===== config.mk =====
export PLATFORM = sky130hd
export DESIGN_NAME = button_speed_pwm_controller_top
export DESIGN_NICKNAME = d
export VERILOG_FILES = /design/src/rtl/bspc_pkg.sv /design/src/rtl/bspc_run_seg.sv /design/src/rtl/bspc_eng_seg.sv /design/src/rtl/bspc_core.sv /design/src/rtl/button_speed_pwm_controller_top.sv
export SDC_FILE = /design/constraint.sdc
export NUM_CORES = 1
export LEC_CHECK = 0
export BUFFER_PORTS_ARGS = -buffer_cell sky130_fd_sc_hd__buf_4
export CAP_MARGIN = 10
export CORE_UTILIZATION = 60
export DETAILED_ROUTE_END_ITERATION = 7
export GPL_TIMING_DRIVEN = 0
export PLACE_DENSITY_LB_ADDON = 0.2
export SYNTH_ARGS = -nofsm -noshare
export SYNTH_HDL_FRONTEND = slang
export SYNTH_SLANG_ARGS = --single-unit

===== constraint.sdc =====
create_clock -name clk -period 39.1 [get_ports clk]
set_clock_uncertainty 0.05 [all_clocks]
set_input_delay 3.91 -clock clk [delete_from_list [all_inputs] [get_ports clk]]
set_output_delay 3.91 -clock clk [all_outputs]
set_load 0.03 [all_outputs]

===== src/rtl/bspc_pkg.sv =====
// Shared types, constants and helper functions of the button speed PWM controller.
package bspc_pkg;

  // Width of the wait arithmetic; wide enough for any supported timer width.
  localparam int WAIT_W = 24;

  localparam logic [2:0] FACTORY_RESET = 3'd3;
  localparam logic [15:0] PWM_UNIT_RESET = 16'd100;
  localparam logic [15:0] RUN_DEB_RESET = 16'd50;
  localparam logic [15:0] LONG_PRESS_RESET = 16'd2000;
  localparam logic [15:0] SETUP_DEB_RESET = 16'd500;

  localparam logic [7:0] SEG_BLANK = 8'hff;
  localparam logic [7:0] SEG_DOT_MASK = 8'h7f;

  localparam logic [1:0] MODE_RUN = 2'd0;
  localparam logic [1:0] MODE_STOP = 2'd1;
  localparam logic [1:0] MODE_ENG = 2'd2;

  localparam logic [2:0] CFG_PWM_UNIT = 3'd0;
  localparam logic [2:0] CFG_RUN_DEB = 3'd1;
  localparam logic [2:0] CFG_LONG_PRESS = 3'd2;
  localparam logic [2:0] CFG_SETUP_DEB = 3'd3;
  localparam logic [2:0] CFG_FACTORY = 3'd4;

  typedef enum logic [3:0] {
    PH_TOP           = 4'd0,
    PH_ON            = 4'd1,
    PH_OFF           = 4'd2,
    PH_RUN_MINUS     = 4'd3,
    PH_RUN_PLUS_CHK  = 4'd4,
    PH_RUN_PLUS      = 4'd5,
    PH_STOP_LONG     = 4'd6,
    PH_ENG_TOP       = 4'd7,
    PH_ENG_PLUS      = 4'd8,
    PH_ENG_MINUS_CHK = 4'd9,
    PH_ENG_MINUS     = 4'd10,
    PH_ENG_POWER     = 4'd11
  } phase_t;

  typedef struct packed {
    logic [3:0] speed;
    logic [3:0] maxl;
    logic [2:0] defl;
    logic [7:0] seg;
    logic       drive;
    logic [1:0] mode;
  } bspc_vals_t;

  typedef struct packed {
    logic              hit;
    phase_t            ph;
    logic [WAIT_W-1:0] load;
  } bspc_wait_t;

  typedef struct packed {
    logic [15:0] unit;
    logic [15:0] run_deb;
    logic [15:0] long_press;
    logic [15:0] setup_deb;
    logic [2:0]  factory;
  } bspc_cfg_t;

  function automatic logic [7:0] seg_of(input logic [3:0] d, input logic dot);
    logic [7:0] code;
    case (d)
      4'd0:    code = 8'hc0;
      4'd1:    code = 8'hf9;
      4'd2:    code = 8'ha4;
      4'd3:    code = 8'hb0;
      4'd4:    code = 8'h99;
      4'd5:    code = 8'h92;
      4'd6:    code = 8'h82;
      4'd7:    code = 8'hf8;
      4'd8:    code = 8'h80;
      4'd9:    code = 8'h90;
      default: code = SEG_BLANK;
    endcase
    if (dot && d <= 4'd9) begin
      code = code & SEG_DOT_MASK;
    end
    return code;
  endfunction

  function automatic logic [2:0] clamp_factory(input logic [2:0] f);
    logic [2:0] r;
    if (f < 3'd2) begin
      r = 3'd2;
    end else if (f > 3'd5) begin
      r = 3'd5;
    end else begin
      r = f;
    end
    return r;
  endfunction

  // Timer load for a nonzero wait of n ticks, saturated at tmax.
  function automatic logic [WAIT_W-1:0] wait_load(input logic [WAIT_W-1:0] n,
                                                 input logic [WAIT_W-1:0] tmax);
    logic [WAIT_W-1:0] s;
    s = (n > tmax) ? tmax : n;
    return s - WAIT_W'(1);
  endfunction

  function automatic logic [3:0] max_of(input logic [2:0] d);
    return 4'({1'b0, d, 1'b0} - 5'd1);
  endfunction

endpackage


===== src/rtl/bspc_run_seg.sv =====
// Run-mode chain: PWM off phase, then the minus and plus debounce checks.
module bspc_run_seg (
  input  bspc_pkg::phase_t             entry,
  input  bspc_pkg::bspc_vals_t         vals_in,
  input  logic                         minus_p,
  input  logic                         plus_p,
  input  logic [15:0]                  unit,
  input  logic [15:0]                  run_deb,
  input  logic [bspc_pkg::WAIT_W-1:0]  tmax,
  output bspc_pkg::bspc_vals_t         vals_out,
  output bspc_pkg::bspc_wait_t         wt
);
  import bspc_pkg::*;

  logic [3:0]        rest;
  logic [19:0]       off_ticks;
  logic              go_off;
  logic              go_rm;
  logic              go_pc;
  logic              go_rp;
  logic [3:0]        spd;

  always_comb begin
    vals_out = vals_in;
    wt = '{hit: 1'b0, ph: PH_TOP, load: '0};
    rest = (vals_in.maxl >= vals_in.speed) ? (vals_in.maxl - vals_in.speed) : 4'd0;
    off_ticks = 20'(rest) * 20'(unit);
    go_off = (entry == PH_OFF);
    go_rm = (entry == PH_RUN_MINUS);
    go_pc = (entry == PH_RUN_PLUS_CHK);
    go_rp = (entry == PH_RUN_PLUS);
    spd = vals_in.speed;

    if (entry == PH_ON) begin
      vals_out.drive = 1'b0;
      if (off_ticks != 20'd0) begin
        wt = '{hit: 1'b1, ph: PH_OFF, load: wait_load(WAIT_W'(off_ticks), tmax)};
      end else begin
        go_off = 1'b1;
      end
    end

    if (go_off) begin
      if (minus_p) begin
        if (run_deb != 16'd0) begin
          wt = '{hit: 1'b1, ph: PH_RUN_MINUS, load: wait_load(WAIT_W'(run_deb), tmax)};
        end else begin
          go_rm = 1'b1;
        end
      end else begin
        go_pc = 1'b1;
      end
    end

    if (go_rm) begin
      if (minus_p) begin
        spd = (spd != 4'd0) ? spd - 4'd1 : 4'd0;
        if (spd == 4'd0) begin
          spd = vals_in.maxl;
        end
      end
      go_pc = 1'b1;
    end

    if (go_pc && plus_p) begin
      if (run_deb != 16'd0) begin
        wt = '{hit: 1'b1, ph: PH_RUN_PLUS, load: wait_load(WAIT_W'(run_deb), tmax)};
      end else begin
        go_rp = 1'b1;
      end
    end

    if (go_rp && plus_p) begin
      spd = spd + 4'd1;
      if (spd > vals_in.maxl || spd == 4'd0) begin
        spd = 4'd1;
      end
    end

    vals_out.speed = spd;
  end

endmodule


===== src/rtl/bspc_eng_seg.sv =====
// Engineering-mode chain: default level step, long-minus exit and power exit.
module bspc_eng_seg (
  input  bspc_pkg::phase_t             entry,
  input  bspc_pkg::bspc_vals_t         vals_in,
  input  logic                         pwr_on,
  input  logic                         minus_p,
  input  logic                         plus_p,
  input  logic [15:0]                  long_press,
  input  logic [2:0]                   factory,
  input  logic [bspc_pkg::WAIT_W-1:0]  tmax,
  output bspc_pkg::bspc_vals_t         vals_out,
  output bspc_pkg::bspc_wait_t         wt,
  output bspc_pkg::phase_t             exit_ph
);
  import bspc_pkg::*;

  logic       go_mchk;
  logic       go_em;
  logic       go_pw;
  logic [3:0] d_inc;
  logic [2:0] fl;

  always_comb begin
    vals_out = vals_in;
    wt = '{hit: 1'b0, ph: PH_TOP, load: '0};
    exit_ph = PH_ENG_TOP;
    go_mchk = (entry == PH_ENG_MINUS_CHK);
    go_em = (entry == PH_ENG_MINUS);
    go_pw = (entry == PH_ENG_POWER);
    d_inc = {1'b0, vals_in.defl} + 4'd1;
    fl = clamp_factory(factory);

    if (entry == PH_ENG_PLUS) begin
      if (plus_p) begin
        vals_out.defl = (d_inc >= 4'd6 || d_inc < 4'd2) ? 3'd2 : d_inc[2:0];
      end
      go_mchk = 1'b1;
    end

    if (go_mchk) begin
      if (minus_p) begin
        if (long_press != 16'd0) begin
          wt = '{hit: 1'b1, ph: PH_ENG_MINUS, load: wait_load(WAIT_W'(long_press), tmax)};
        end else begin
          go_em = 1'b1;
        end
      end else begin
        go_pw = 1'b1;
      end
    end

    if (go_em) begin
      if (minus_p) begin
        vals_out.speed = {1'b0, vals_out.defl};
        vals_out.maxl = max_of(vals_out.defl);
        vals_out.mode = MODE_STOP;
        exit_ph = PH_TOP;
      end else begin
        go_pw = 1'b1;
      end
    end

    if (go_pw && pwr_on) begin
      vals_out.defl = fl;
      vals_out.speed = {1'b0, fl};
      vals_out.maxl = max_of(fl);
      vals_out.mode = MODE_STOP;
      exit_ph = PH_TOP;
    end
  end

endmodule


===== src/rtl/bspc_core.sv =====
// Controller state, wait timer and the per-tick sequencing of the mode chains.
module bspc_core #(
  parameter int TIMER_BITS = 20
) (
  input  logic                  clk,
  input  logic                  rst_n,
  input  logic                  step,
  input  logic                  power_pin,
  input  logic                  plus_pin,
  input  logic                  minus_pin,
  input  bspc_pkg::bspc_cfg_t   cfg,
  output bspc_pkg::bspc_vals_t  vals_nxt
);
  import bspc_pkg::*;

  localparam logic [WAIT_W-1:0] TMAX = WAIT_W'((32'd1 << TIMER_BITS) - 32'd1);

  bspc_vals_t             vals_r;
  phase_t                 phase_r;
  phase_t                 phase_nxt;
  logic [TIMER_BITS-1:0]  timer_r;
  logic [TIMER_BITS-1:0]  timer_nxt;

  logic       pwr_on;
  logic       minus_p;
  logic       plus_p;

  bspc_vals_t run_t_vals;
  bspc_wait_t run_t_wt;
  bspc_vals_t eng_t_vals;
  bspc_wait_t eng_t_wt;
  phase_t     eng_t_exit;

  bspc_vals_t s1;
  bspc_wait_t tail_wt;
  phase_t     top_sel;

  bspc_vals_t on_vals;
  bspc_vals_t off_vals;
  bspc_vals_t eng_vals;
  logic [19:0] on_ticks;
  phase_t     eng_entry;
  bspc_vals_t run_p_vals;
  bspc_wait_t run_p_wt;
  bspc_vals_t eng_p_vals;
  bspc_wait_t eng_p_wt;
  phase_t     eng_p_exit;

  bspc_wait_t pass_wt;

  assign pwr_on = ~power_pin;
  assign minus_p = plus_pin & ~minus_pin;
  assign plus_p = ~plus_pin & minus_pin;

  // Tail of a pass that resumes after a wait.
  bspc_run_seg u_run_tail (
    .entry(phase_r), .vals_in(vals_r), .minus_p(minus_p), .plus_p(plus_p),
    .unit(cfg.unit), .run_deb(cfg.run_deb), .tmax(TMAX),
    .vals_out(run_t_vals), .wt(run_t_wt)
  );

  bspc_eng_seg u_eng_tail (
    .entry(phase_r), .vals_in(vals_r), .pwr_on(pwr_on), .minus_p(minus_p),
    .plus_p(plus_p), .long_press(cfg.long_press), .factory(cfg.factory), .tmax(TMAX),
    .vals_out(eng_t_vals), .wt(eng_t_wt), .exit_ph(eng_t_exit)
  );

  always_comb begin
    s1 = vals_r;
    tail_wt = '{hit: 1'b0, ph: PH_TOP, load: '0};
    top_sel = PH_TOP;
    unique case (phase_r) inside
      PH_TOP: begin
        top_sel = PH_TOP;
      end
      PH_ENG_TOP: begin
        top_sel = PH_ENG_TOP;
      end
      PH_ON, PH_OFF, PH_RUN_MINUS, PH_RUN_PLUS_CHK, PH_RUN_PLUS: begin
        s1 = run_t_vals;
        tail_wt = run_t_wt;
        top_sel = PH_TOP;
      end
      PH_STOP_LONG: begin
        if (minus_p) begin
          s1.mode = MODE_ENG;
          top_sel = PH_ENG_TOP;
        end
      end
      PH_ENG_PLUS, PH_ENG_MINUS_CHK, PH_ENG_MINUS, PH_ENG_POWER: begin
        s1 = eng_t_vals;
        tail_wt = eng_t_wt;
        top_sel = eng_t_exit;
      end
      default: begin
        top_sel = PH_TOP;
      end
    endcase
  end

  // Full pass from a loop top.
  always_comb begin
    on_vals = s1;
    on_vals.mode = MODE_RUN;
    on_vals.seg = seg_of(s1.speed, 1'b0);
    on_vals.drive = 1'b1;
    on_ticks = 20'(s1.speed) * 20'(cfg.unit);

    off_vals = s1;
    off_vals.mode = MODE_STOP;
    off_vals.seg = SEG_BLANK;
    off_vals.drive = 1'b0;
    off_vals.speed = {1'b0, s1.defl};

    eng_vals = s1;
    eng_vals.mode = MODE_ENG;
    eng_vals.seg = seg_of({1'b0, s1.defl}, 1'b1);
    eng_entry = plus_p ? PH_ENG_PLUS : PH_ENG_MINUS_CHK;
  end

  bspc_run_seg u_run_pass (
    .entry(PH_ON), .vals_in(on_vals), .minus_p(minus_p), .plus_p(plus_p),
    .unit(cfg.unit), .run_deb(cfg.run_deb), .tmax(TMAX),
    .vals_out(run_p_vals), .wt(run_p_wt)
  );

  bspc_eng_seg u_eng_pass (
    .entry(eng_entry), .vals_in(eng_vals), .pwr_on(pwr_on), .minus_p(minus_p),
    .plus_p(plus_p), .long_press(cfg.long_press), .factory(cfg.factory), .tmax(TMAX),
    .vals_out(eng_p_vals), .wt(eng_p_wt), .exit_ph(eng_p_exit)
  );

  always_comb begin
    vals_nxt = vals_r;
    phase_nxt = phase_r;
    timer_nxt = timer_r;
    pass_wt = '{hit: 1'b0, ph: PH_TOP, load: '0};

    if (timer_r != '0) begin
      timer_nxt = timer_r - TIMER_BITS'(1);
    end else if (tail_wt.hit) begin
      vals_nxt = s1;
      pass_wt = tail_wt;
    end else if (top_sel == PH_TOP) begin
      if (pwr_on) begin
        if (on_ticks != 20'd0) begin
          vals_nxt = on_vals;
          pass_wt = '{hit: 1'b1, ph: PH_ON, load: wait_load(WAIT_W'(on_ticks), TMAX)};
        end else begin
          vals_nxt = run_p_vals;
          pass_wt = run_p_wt;
          phase_nxt = PH_TOP;
        end
      end else begin
        vals_nxt = off_vals;
        phase_nxt = PH_TOP;
        if (minus_p) begin
          if (cfg.long_press != 16'd0) begin
            pass_wt = '{hit: 1'b1, ph: PH_STOP_LONG,
                        load: wait_load(WAIT_W'(cfg.long_press), TMAX)};
          end else begin
            vals_nxt.mode = MODE_ENG;
            phase_nxt = PH_ENG_TOP;
          end
        end
      end
    end else begin
      if (plus_p && cfg.setup_deb != 16'd0) begin
        vals_nxt = eng_vals;
        pass_wt = '{hit: 1'b1, ph: PH_ENG_PLUS,
                    load: wait_load(WAIT_W'(cfg.setup_deb), TMAX)};
      end else begin
        vals_nxt = eng_p_vals;
        pass_wt = eng_p_wt;
        phase_nxt = eng_p_exit;
      end
    end

    if (pass_wt.hit) begin
      phase_nxt = pass_wt.ph;
      timer_nxt = pass_wt.load[TIMER_BITS-1:0];
    end
  end

  always_ff @(posedge clk) begin
    if (!rst_n) begin
      vals_r <= '{speed: {1'b0, FACTORY_RESET}, maxl: max_of(FACTORY_RESET),
                  defl: FACTORY_RESET, seg: SEG_BLANK, drive: 1'b0, mode: MODE_STOP};
      phase_r <= PH_TOP;
      timer_r <= '0;
    end else if (step) begin
      vals_r <= vals_nxt;
      phase_r <= phase_nxt;
      timer_r <= timer_nxt;
    end
  end

`ifndef ASSERT_OFF
  a_wait_holds: assert property (@(posedge clk) disable iff (!rst_n)
    (step && timer_r != '0) |=> ($stable(phase_r) && $stable(vals_r)))
    else $error("state changed while a wait was running");

  a_level_range: assert property (@(posedge clk) disable iff (!rst_n)
    (vals_r.speed != 4'd0 && vals_r.speed <= vals_r.maxl))
    else $error("speed level outside 1..max");

  a_default_range: assert property (@(posedge clk) disable iff (!rst_n)
    (vals_r.defl >= 3'd2 && vals_r.defl <= 3'd5))
    else $error("default level outside 2..5");

  a_idle_frozen: assert property (@(posedge clk) disable iff (!rst_n)
    !step |=> ($stable(timer_r) && $stable(phase_r)))
    else $error("state moved without a tick");
`endif

endmodule


===== src/rtl/button_speed_pwm_controller_top.sv =====
// Top level of the button speed PWM controller: stream ports, configuration and output register.
// Every input transaction is one time tick carrying the raw power switch, plus and minus
// pins; every tick produces exactly one result transaction with the wheel drive bit, the
// active-low seven-segment pattern, the mode (0 running, 1 stopped, 2 engineering) and the
// current speed level. The block takes one tick per clock cycle unless the output stalls: a
// tick is registered on entry, the whole mode sequence for that tick is resolved by one pass of
// combinational logic in the core, and the result lands in the output register when the tick is
// executed, which waits while a result is untaken. The output register lets a new tick enter
// while an earlier result is still waiting to be taken. Configuration writes go through their
// own channel, are always ready, and should be issued only while no tick is in flight.
module button_speed_pwm_controller_top #(
  parameter int TIMER_BITS = 20
) (
  input  logic        clk,
  input  logic        rst_n,
  // in_tdata: [0] power_pin, [1] plus_pin, [2] minus_pin, [7:3] zero
  input  logic        in_tvalid,
  output logic        in_tready,
  input  logic [7:0]  in_tdata,
  // out_tdata: [0] wheel_drive, [8:1] segments, [10:9] mode, [14:11] level, [15] zero
  output logic        out_tvalid,
  input  logic        out_tready,
  output logic [15:0] out_tdata,
  input  logic        cfg_valid,
  output logic        cfg_ready,
  input  logic [2:0]  cfg_index,
  input  logic [15:0] cfg_data
);
  import bspc_pkg::*;

  // Configuration registers; a write to an unknown index is ignored.
  bspc_cfg_t cfg_r;

  // Input stage and output stage of the two-register pipeline.
  logic       s1_valid_r;
  logic [2:0] s1_pins_r;
  logic       out_valid_r;
  logic [15:0] out_data_r;

  logic       advance;
  logic       step;
  bspc_vals_t vals_nxt;

  assign cfg_ready = 1'b1;

  always_ff @(posedge clk) begin
    if (!rst_n) begin
      cfg_r <= '{unit: PWM_UNIT_RESET, run_deb: RUN_DEB_RESET,
                 long_press: LONG_PRESS_RESET, setup_deb: SETUP_DEB_RESET,
                 factory: FACTORY_RESET};
    end else if (cfg_valid && cfg_ready) begin
      unique case (cfg_index)
        CFG_PWM_UNIT:   cfg_r.unit <= cfg_data;
        CFG_RUN_DEB:    cfg_r.run_deb <= cfg_data;
        CFG_LONG_PRESS: cfg_r.long_press <= cfg_data;
        CFG_SETUP_DEB:  cfg_r.setup_deb <= cfg_data;
        CFG_FACTORY:    cfg_r.factory <= cfg_data[2:0];
        default: begin
        end
      endcase
    end
  end

  // The output register can take a new result when empty or being drained this cycle.
  assign advance = ~out_valid_r | out_tready;
  // The tick in the input register is executed when it can move into the output register.
  assign step = s1_valid_r & advance;
  assign in_tready = ~s1_valid_r | advance;

  always_ff @(posedge clk) begin
    if (!rst_n) begin
      s1_valid_r <= 1'b0;
      out_valid_r <= 1'b0;
    end else begin
      if (in_tvalid && in_tready) begin
        s1_valid_r <= 1'b1;
      end else if (step) begin
        s1_valid_r <= 1'b0;
      end
      if (advance) begin
        out_valid_r <= s1_valid_r;
      end
    end
  end

  always_ff @(posedge clk) begin
    if (in_tvalid && in_tready) begin
      s1_pins_r <= in_tdata[2:0];
    end
    if (step) begin
      out_data_r <= {1'b0, vals_nxt.speed, vals_nxt.mode, vals_nxt.seg, vals_nxt.drive};
    end
  end

  bspc_core #(
    .TIMER_BITS(TIMER_BITS)
  ) u_core (
    .clk(clk),
    .rst_n(rst_n),
    .step(step),
    .power_pin(s1_pins_r[0]),
    .plus_pin(s1_pins_r[1]),
    .minus_pin(s1_pins_r[2]),
    .cfg(cfg_r),
    .vals_nxt(vals_nxt)
  );

  assign out_tvalid = out_valid_r;
  assign out_tdata = out_data_r;

endmodule

Word level (Yosys, flattened, before mapping)
Memory sizes are Yosys's and may differ from the RTL's.
Index checks and enable logic that the tools add are counted.
Storage, ports and cells
  register bits: 133
  ROM bits: 168
  bits of input ports: 32
  word-level logic and storage cells: 260
  memories: 2
Operators by class
  $add $sub $neg: 19
  multiply operators: 3
  magnitude comparators: 15
  equality and inequality tests: 23
  muxes and demuxes: 131
  bitwise operators: 11
  reduce and logical (&&, ||, !) cells: 39
Memory list
  (no name shown): depth 16, width 7, read ports 1, clocked after memory_dff 0, write ports 0, RTL line bspc_pkg.sv:66  | case (d)
  (no name shown): depth 8, width 7, read ports 1, clocked after memory_dff 0, write ports 0, RTL line bspc_pkg.sv:66
Operator list (count)
  29-bit two-way mux: 25
  22-bit two-way mux: 6
  20-bit two-way mux: 6
  20-bit by 1-bit subtractor with 21-bit output (second input constant): 5
  4-bit two-way mux: 25
  20-bit nonzero test: 4
  4-bit by 16-bit multiplier with 20-bit output: 3
  29-bit one-hot mux with 2 select lines: 1
  16-bit nonzero test: 3
  16-bit by 20-bit greater-than comparator with 1-bit output (second input constant): 2
  20-bit greater-than comparator (second input constant): 2
  8-bit two-way mux: 5
  20-bit one-hot mux with 2 select lines: 1
  1-bit two-way mux: 37
  3-bit two-way mux: 12
  16-bit by 1-bit subtractor with 17-bit output (second input constant): 2
  4-bit equality test (second input constant): 8
  11-bit two-way mux: 2
  4-bit zero test: 5
  20-bit by 1-bit subtractor with 20-bit output (second input constant): 1
  4-bit by 1-bit subtractor with 4-bit output (second input constant): 5
  2-bit two-way mux: 9
  4-bit by 3-bit equality test with 1-bit output (second input constant): 4
  2-bit AND reduction: 7
  other kinds (32): 61

Longest topological paths before layout
Gate-level depths: netlist of the first run.
  depth after elaboration: 33
  gate-level depth with buffers: 77

By module
A second synthesis of the first run with hierarchy kept.
Unflattened totals
  cell total of the unflattened synthesis: 3603
  area, all modules: 26340.3 um2
By module, submodules not included
  bspc_core: times used 1, cells each 1211, area an instance 8508.2 um2
  bspc_run_seg (u_core.u_run_pass): times used 1, cells each 810, area an instance 5725.5 um2
  bspc_run_seg (u_core.u_run_tail): times used 1, cells each 773, area an instance 5302.6 um2
  bspc_eng_seg: times used 2, cells each 264, area an instance 1783.0 um2
  button_speed_pwm_controller_top: times used 1, cells each 281, area an instance 3238.1 um2

Worst setup path after synthesis of the first run
No wires, ideal clock.
  kind: reg-to-reg
  start point: register u_core.vals_r[19] (netlist name)
  end point: register u_core.vals_r[18] (netlist name)
  library setup time: 0.122 ns
  arrival: 16.096 ns
  required time: 38.928 ns
  path slack: 22.832 ns
  cell stages (with the launch flop): 74
  buffers on the path: 8
  cell sequence: dfxtp_1 -> clkbuf_1 -> inv_1 -> fa_1 -> a21o_1 -> a21o_1 -> a21oi_1 -> nor2b_1 -> clkbuf_1 -> nand2_1 -> fa_1 -> fa_1 -> inv_1 -> fa_1 -> a211oi_2 -> o21ai_1 -> a21o_1 -> a2111oi_2 -> [... 38 more ...] -> nor2_1 -> nand2_1 -> o22ai_2 -> clkinv_2 -> ha_1 -> ha_1 -> nor2b_1 -> o21ai_0 -> nand2b_1 -> a21oi_1 -> a41oi_1 -> nor4_1 -> mux2i_1 -> a41oi_1 -> o21ai_0 -> nor3_1 -> a21oi_2 -> a221o_1
Between the ends
  word-level cells in the longest chain between the ends: 30
  elaborated cells between the ends (all ways): 73
  those cells by class: add/sub: 6; mul: 3; order compare: 4; mux: 45; reduce/logical: 15
Ends and longest elaborated chain
  start: declaration: RTL line bspc_core.sv:18  | bspc_vals_t vals_r;
  start signal: assignment: RTL line bspc_core.sv:187  | vals_r <= '{speed: {1'b0, FACTORY_RESET}, maxl: max_of(FACTORY_RESET),
  start signal: assignment: RTL line bspc_core.sv:192  | vals_r <= vals_nxt;
  4-bit subtractor / 4-bit greater-or-equal comparator (equally long branches): RTL line bspc_run_seg.sv:26  | rest = (vals_in.maxl >= vals_in.speed) ? (vals_in.maxl - vals_in.speed) : 4'd0;
  4-bit two-way mux: RTL line bspc_run_seg.sv:26
  4-bit by 16-bit multiplier with 20-bit output: RTL line bspc_run_seg.sv:27  | off_ticks = 20'(rest) * 20'(unit);
  20-bit nonzero test: RTL line bspc_run_seg.sv:36  | if (off_ticks != 20'd0) begin
  1-bit two-way mux: RTL line bspc_run_seg.sv:36
  1-bit two-way mux: RTL line bspc_run_seg.sv:34  | if (entry == PH_ON) begin
  1-bit two-way mux: RTL line bspc_run_seg.sv:43  | if (go_off) begin
  4-bit two-way mux: RTL line bspc_run_seg.sv:55  | if (go_rm) begin
  [... 14 more ...]
  1-bit logical OR: RTL line bspc_run_seg.sv:75  | if (spd > vals_in.maxl || spd == 4'd0) begin
  4-bit two-way mux: RTL line bspc_run_seg.sv:75
  4-bit two-way mux: RTL line bspc_run_seg.sv:73  | if (go_rp && plus_p) begin
  22-bit two-way mux: RTL line bspc_core.sv:146  | if (on_ticks != 20'd0) begin
  22-bit two-way mux: RTL line bspc_core.sv:145  | if (pwr_on) begin
  22-bit two-way mux: RTL line bspc_core.sv:144  | end else if (top_sel == PH_TOP) begin
  22-bit two-way mux (*): RTL line bspc_core.sv:141  | end else if (tail_wt.hit) begin
  22-bit two-way mux (*): RTL line bspc_core.sv:139  | if (timer_r != '0) begin
Mark *: on every way between the ends. The rest lies on a longest branch, timed or not.
A chain may end at the register's enable or synchronous reset.

Final worst setup path of the first run
Ends and elaborated chain as after synthesis.

==> metrics.txt, run 1 <==
final worst path period share=0.531; Max clock buf depth=2; worst setup path class=register to register; setup TNS=0 ns; Port Buffers=41; Reg2Reg Depth=75; CTS root buf=clkbuf_16; Die Span X=173 µm; n_diodes=0; vias=between 15k and 20k; min Tclk post-route=20.76 ns; grt ovf=0; area of the multi-input gates=between 10000 and 15000 µm²; Crit Path Max Fanout=12; DRT iter0 DRCs=between 2k and 2.5k; placer congestion estimate=1.02; synthesis-stage register bit count=133; storage element area=approximately 2800 µm²; per-cell routed wire length=approximately 23 µm; slew margin rel.=0.131; Hold Crit Start=u_core.vals_r[3]; sequential-to-total area share from yosys stat=0.162; predominant post-synthesis flop cell=dfxtp_1; ANT nets after route=0; WHS Endpoint=u_core.vals_r[3]; Setup violations, final=0; Pleak=roughly 8.0 nW; Critical Path Sink Type=register; critical path launch point type=register; CTS Sinks=approximately 130; power density over the cells=103 nW/µm²; EDFF count, synth=18; worst r2r src=u_core.vals_r[19]; Cell Area, Synth=17600 µm²; CTS Hold Bufs=0; Final Slew Violations=0; Die Span Y=173 µm; initial antenna violation count=2; fin nets=2671; IO Pins=51; first-pass GRT wire length=roughly 100000 µm; DR vias/cell=about 6.7; type of the most critical hold path=register to register; Mean Syn Cell Area=between 7 and 8 µm²; clk_lat worst skew=0.44 ns; layout overhead on the synthesized area=8.01%; CTS clk-pin slew, worst paths=around 0.060 ns; count of cell types in the netlist=~120; setup bufs post-CTS=0; CP required=roughly 40 ns; CTS buffer count=17; Final Hold Viols=0; Final HPWL DP=around 52000 µm; Max VDD drop=0.104 mV; Synth warnings=0; fillers=2579; H-tree levels=4; drt drc=4; # resized after CTS=0; CTS tree=yes; Final Hold Slack=0.424 ns; iteration count of the initial detailed-routing pass=8; r2r setup slk=between 15 and 20 ns; reg2reg end=u_core.vals_r[18]; max incr delay on CP=0.81 ns; Worst-Margin Slew=approximately 1.3 ns; Post-Syn Nets=around 2.6k; Design Power=roughly 2 mW; RSZ-0062 raised after global routing=no; Core Region=~29000 µm²; full die area=between 20000 and 30000 µm²; initial core utilization=0.610; fmax=about 48 MHz; crit path DAT=around 21 ns; vias in the first global route=around 18k; Async SR Flop Fraction=0; WL final=roughly 66000 µm; Crit path top cell by count=ha_1; status=finished, violations left; gate count after technology mapping=roughly 2.4k; # rows=62; Cells on Worst Hold Path=1; failing checks=design-rule violations; largest net degree at the start of global routing=25; global-route usage over all layers=0.437; layout cells sized above 1=0.0604; slowest cell on the critical path=nor4_2; Max Cap Viol=0
==> worst max-delay path: cells and delay by family, from the launching register on <==
family                     cells  cell delay [ns]
xor gates and xnor gates       2             0.31
buffers and inverters         14             3.49
and+or+nand+nor               19             5.25
DFF                            1             0.38
muxes                          1             0.14
adders and majority gates     13             4.97
AOI/OAI and AO/OA             26             6.02
==> cells by family (layout without fill, tap and decap cells) <==
| group | count (synthesis) | count (layout) | share of synthesized area |
|---|---|---|---|
| AO/OA/AOI/OAI | 616 | 616 | 0.239 |
| multiplexers | 26 | 26 | 0.0152 |
| other | 2 | 2 | 0.000428 |
| buffers and inverters | 282 | 357 | 0.0630 |
| adder cells (fa/ha/maj) | 203 | 203 | 0.181 |
| AND/OR/NAND/NOR | 981 | 981 | 0.274 |
| flip-flops | 133 | 133 | 0.162 |
| XOR/XNOR | 132 | 132 | 0.0658 |
==> sequential cells by signal, summed over array words and instances, names as in the netlist <==
name and cells:
out_tvalid 1, s1_valid_r 1, u_core.vals_r 22, out_tdata 15, s1_pins_r 3, u_core.timer_r 20, cfg_r 67, u_core.phase_r 4
==> cell usage after synthesis, types with 29 or more instances <==
| cell type | count | area [µm²] |
|---|---|---|
| nand2_1 | 369 | 1390 |
| a21oi_1 | 183 | 916 |
| nor2_1 | 154 | 578 |
| inv_1 | 143 | 537 |
| and2_1 | 120 | 751 |
| ha_1 | 116 | 1450 |
| dfxtp_1 | 115 | 2300 |
| clkbuf_1 | 112 | 420 |
| o21ai_0 | 97 | 485 |
| fa_1 | 86 | 1720 |
| nor3_1 | 81 | 405 |
| xnor2_1 | 74 | 648 |
| nand3_1 | 66 | 330 |
| xor2_1 | 58 | 508 |
| a21o_1 | 33 | 248 |
| a211oi_1 | 32 | 240 |
| or3_1 | 29 | 181 |
==> through the flow <==
stage	instances	cell area, µm²	worst slack, ns	util
2_1_floorplan	2375	17600	22.83	-
3_3_place_gp	2800	18400	19.40	0.638
3_5_place_dp	2800	18400	18.92	0.638
4_1_cts	2832	18900	18.86	0.658
5_1_grt	2834	19000	17.13	0.659
6_report	2834	19000	18.34	0.659
==> layout by cell type, fill, tap and decap left out, types with 21 or more instances in the layout <==
cell type    n
nor2_1     154
a21oi_1    183
ha_1       116
a21o_1      33
or3_1       29
fa_1        86
mux2i_1     21
dfxtp_1    115
and2_1     120
o211ai_1    28
nand3_1     66
nand2b_1    22
nor2b_1     24
xnor2_1     74
o21ai_0     97
nor3_1      81
nand2_1    369
buf_4       44
inv_1      143
a211oi_1    32
a31oi_1     21
o21a_1      25
xor2_1      58
clkbuf_1   113
==> final cells by class <==
cell class / count / share of cell area
Inverter: 147 / 0.0294
Clock inverter: 14 / 0.00871
Multi-Input combinational cell: 1960 / 0.718
Buffer: 135 / 0.0289
Clock buffer: 18 / 0.0226
Timing Repair Buffer: 43 / 0.0173
Sequential cell: 133 / 0.150
Tap cell: 384 / 0.0253
==> worst max-delay path by stage <==
stage	startpoint	to	slack, ns	cells past startpoint
floorplan	u_core.vals_r[19]	u_core.vals_r[18]	22.83	73
global placement	u_core.vals_r[19]	out_tdata[11]	19.40	74
detailed placement	u_core.vals_r[19]	u_core.vals_r[18]	18.92	75
CTS	u_core.vals_r[19]	u_core.vals_r[18]	18.86	75
global route	u_core.vals_r[19]	u_core.vals_r[18]	17.13	75
finish	u_core.vals_r[19]	u_core.vals_r[18]	18.34	75
==> routing by layer <==
metal,global-route usage,up-vias,part of all wire
met3,0.104,232,0.11
li1,-,8522,-
met4,0.209,2,0.050
met2,0.706,1176,0.45
met5,0,-,0.00015
met1,0.548,9122,0.39
==> where the power goes <==
group	switching, mW	internal [mW]
registers	0.0211	0.170
logic	1.07	0.539
clock network	0.0715	0.0958
total	1.16	0.805
(Power assumes the default switching activity.)
==> run 2, diff against run 1 <==
CORE_UTILIZATION = 59   (was 60)
clock period = 17.9 ns   (was 39.1 ns; I/O delays follow)
==> metrics.txt, run 2 (synthesis results as in run 1) <==
status=completed; Final Slew Violations=0 (unchanged); DR vias/cell=6.57 (-2.3%); Crit Path Max Fanout=13 (+1); Max Cap Viol=0 (unchanged); final worst path period share=0.957 (+0.426); CTS Hold Bufs=0 (unchanged); Critical Path Sink Type=register; grt ovf=0 (unchanged); full die area=30500 µm² (+1.7%); layout overhead on the synthesized area=11.2%; CTS root buf=clkbuf_16; slew margin rel.=0.130 (-0.00117); clk_lat worst skew=0.44 ns (about the same); max incr delay on CP=0.61 ns (-0.20 ns); min Tclk post-route=17.14 ns (-3.63 ns); crit path DAT=17.27 ns (-3.76 ns); worst setup path class=register to register; Die Span Y=175 µm (+0.83%); CP required=18.04 ns (-21.33 ns); max FFs per register=67 (unchanged); H-tree levels=4 (unchanged); commonest non-fill, non-tap cell in the layout=nand2_1; CTS clk-pin slew, worst paths=0.06 ns (about the same); placer congestion estimate=1.07 (+4.8%); CTS Sinks=133 (unchanged); initial core utilization=0.605 (-0.00489); Final Hold Viols=0 (unchanged); largest registers=cfg_r x67, u_core.vals_r x22, u_core.timer_r x20; global-route usage over all layers=0.416 (-0.0206); initial antenna violation count=0 (-2); Largest Register=cfg_r; setup TNS=0 ns (unchanged); Setup violations, final=0 (unchanged); CTS buffer count=17 (unchanged); CTS tree=yes; Final HPWL DP=50600 µm (-2.6%); fmax=58.4 MHz (+21%); type of the most critical hold path=register to register; WL final=63900 µm (-3.4%); IO Pins=51 (unchanged); slowest cell on the critical path=or4_4; Worst-Margin Slew=1.30 ns (+0.00175 ns); drt drc=0 (-4); vias in the first global route=17.8k (-3.4%); DRT iter0 DRCs=1995 (-15%); critical path launch point type=register; Die Span X=175 µm (+0.83%); fin nets=2690 (+0.71%); vias=18.8k (-1.5%); largest net degree at the start of global routing=25 (unchanged); Crit path top cell by count=ha_1; per-cell routed wire length=22.4 µm (-4.1%); # rows=62 (unchanged); Core Region=29000 µm² (+0.81%); Port Buffers=41 (unchanged); first-pass GRT wire length=98300 µm (-3.6%); Max clock buf depth=2 (unchanged); iteration count of the initial detailed-routing pass=5 (-3); ANT nets after route=0 (unchanged); fillers=2570 (-0.35%); most frequent cells in the layout=368 x nand2_1, 173 x a21oi_1, 147 x nor2_1, 141 x inv_1, 120 x and2_1; layout cells sized above 1=0.0936 (+0.0332); RSZ-0062 raised after global routing=no
run 2: cell count changes in the layout (fill, tap and decap cells not counted), sizes merged:
cell      change
bufinv        -2
diode         +2
clkbuf        -6
inv           -1
buf          +27
clkinvlp      +1
run 2: worst max-delay path: cells and delay by family (launching register included):
| family | cells | cell delay [ns] |
|---|---|---|
| and+or+nand+nor | 20 | 4.68 |
| muxes | 1 | 0.14 |
| AOI/OAI and AO/OA | 24 | 4.83 |
| DFF | 1 | 0.37 |
| adders and majority gates | 13 | 4.88 |
| buffers and inverters | 12 | 1.63 |
| xor gates and xnor gates | 2 | 0.27 |
run 2: timing repair:
action                                  in CTS  in global routing
cloned                                       0                  1
buffers inserted                             3                 20
endpoints found under the setup margin      30                  8
hold endpoints to repair                     0                  0
gates resized for setup                     42                 62
pin swaps                                    6                 20
run 2: metrics by stage:
stage	instances	hold WS, ns	worst slack, ns	util	cell area (µm²)
after floorplan	2375	0.385	1.63	-	17600
after global placement	2800	0.393	-1.98	0.632	18400
after detailed placement	2800	0.400	-2.40	0.633	18400
after CTS	2834	0.424	0.0147	0.659	19100
after global routing	2853	0.432	0.0197	0.673	19500
final	2855	0.424	0.763	0.673	19500
run 2: final timing paths:
path | depth (start not counted) | endpoint | startpoint | slack, ns
worst max-delay path | 72 | out_tdata[11] | u_core.vals_r[14] | 0.76
worst min-delay path | 1 | u_core.vals_r[8] | u_core.vals_r[8] | 0.42
worst max register to register | 72 | out_tdata[11] | u_core.vals_r[14] | 0.76
worst min register to register | 1 | u_core.vals_r[8] | u_core.vals_r[8] | 0.42
run 2: layout make-up:
class | instances | area, µm² | area share
multi-input cells | 1960 | 14000 | 0.718
flip-flops and latches | 133 | 2850 | 0.146
inverters | 147 | 562 | 0.0288
plain buffers | 131 | 552 | 0.0283
repair buffers | 66 | 500 | 0.0256
well taps | 384 | 480 | 0.0246
clock buffers | 20 | 468 | 0.0240
clock inverters | 12 | 91.3 | 0.00468
diodes | 2 | 5.00 | 0.000256
run 2: per-layer routing:
| metal | part of all wire | global-route usage | vias to the layer above |
|---|---|---|---|
| li1 | - | - | 8561 |
| met2 | 0.45 | 0.675 | 1055 |
| met5 | 0 | 0 | - |
| met1 | 0.40 | 0.534 | 8960 |
| met4 | 0.047 | 0.191 | 0 |
| met3 | 0.10 | 0.0809 | 185 |
Power of run 2 is not shown: default switching activity piles up to over one toggle a cycle in this logic, so the estimate is an artifact.
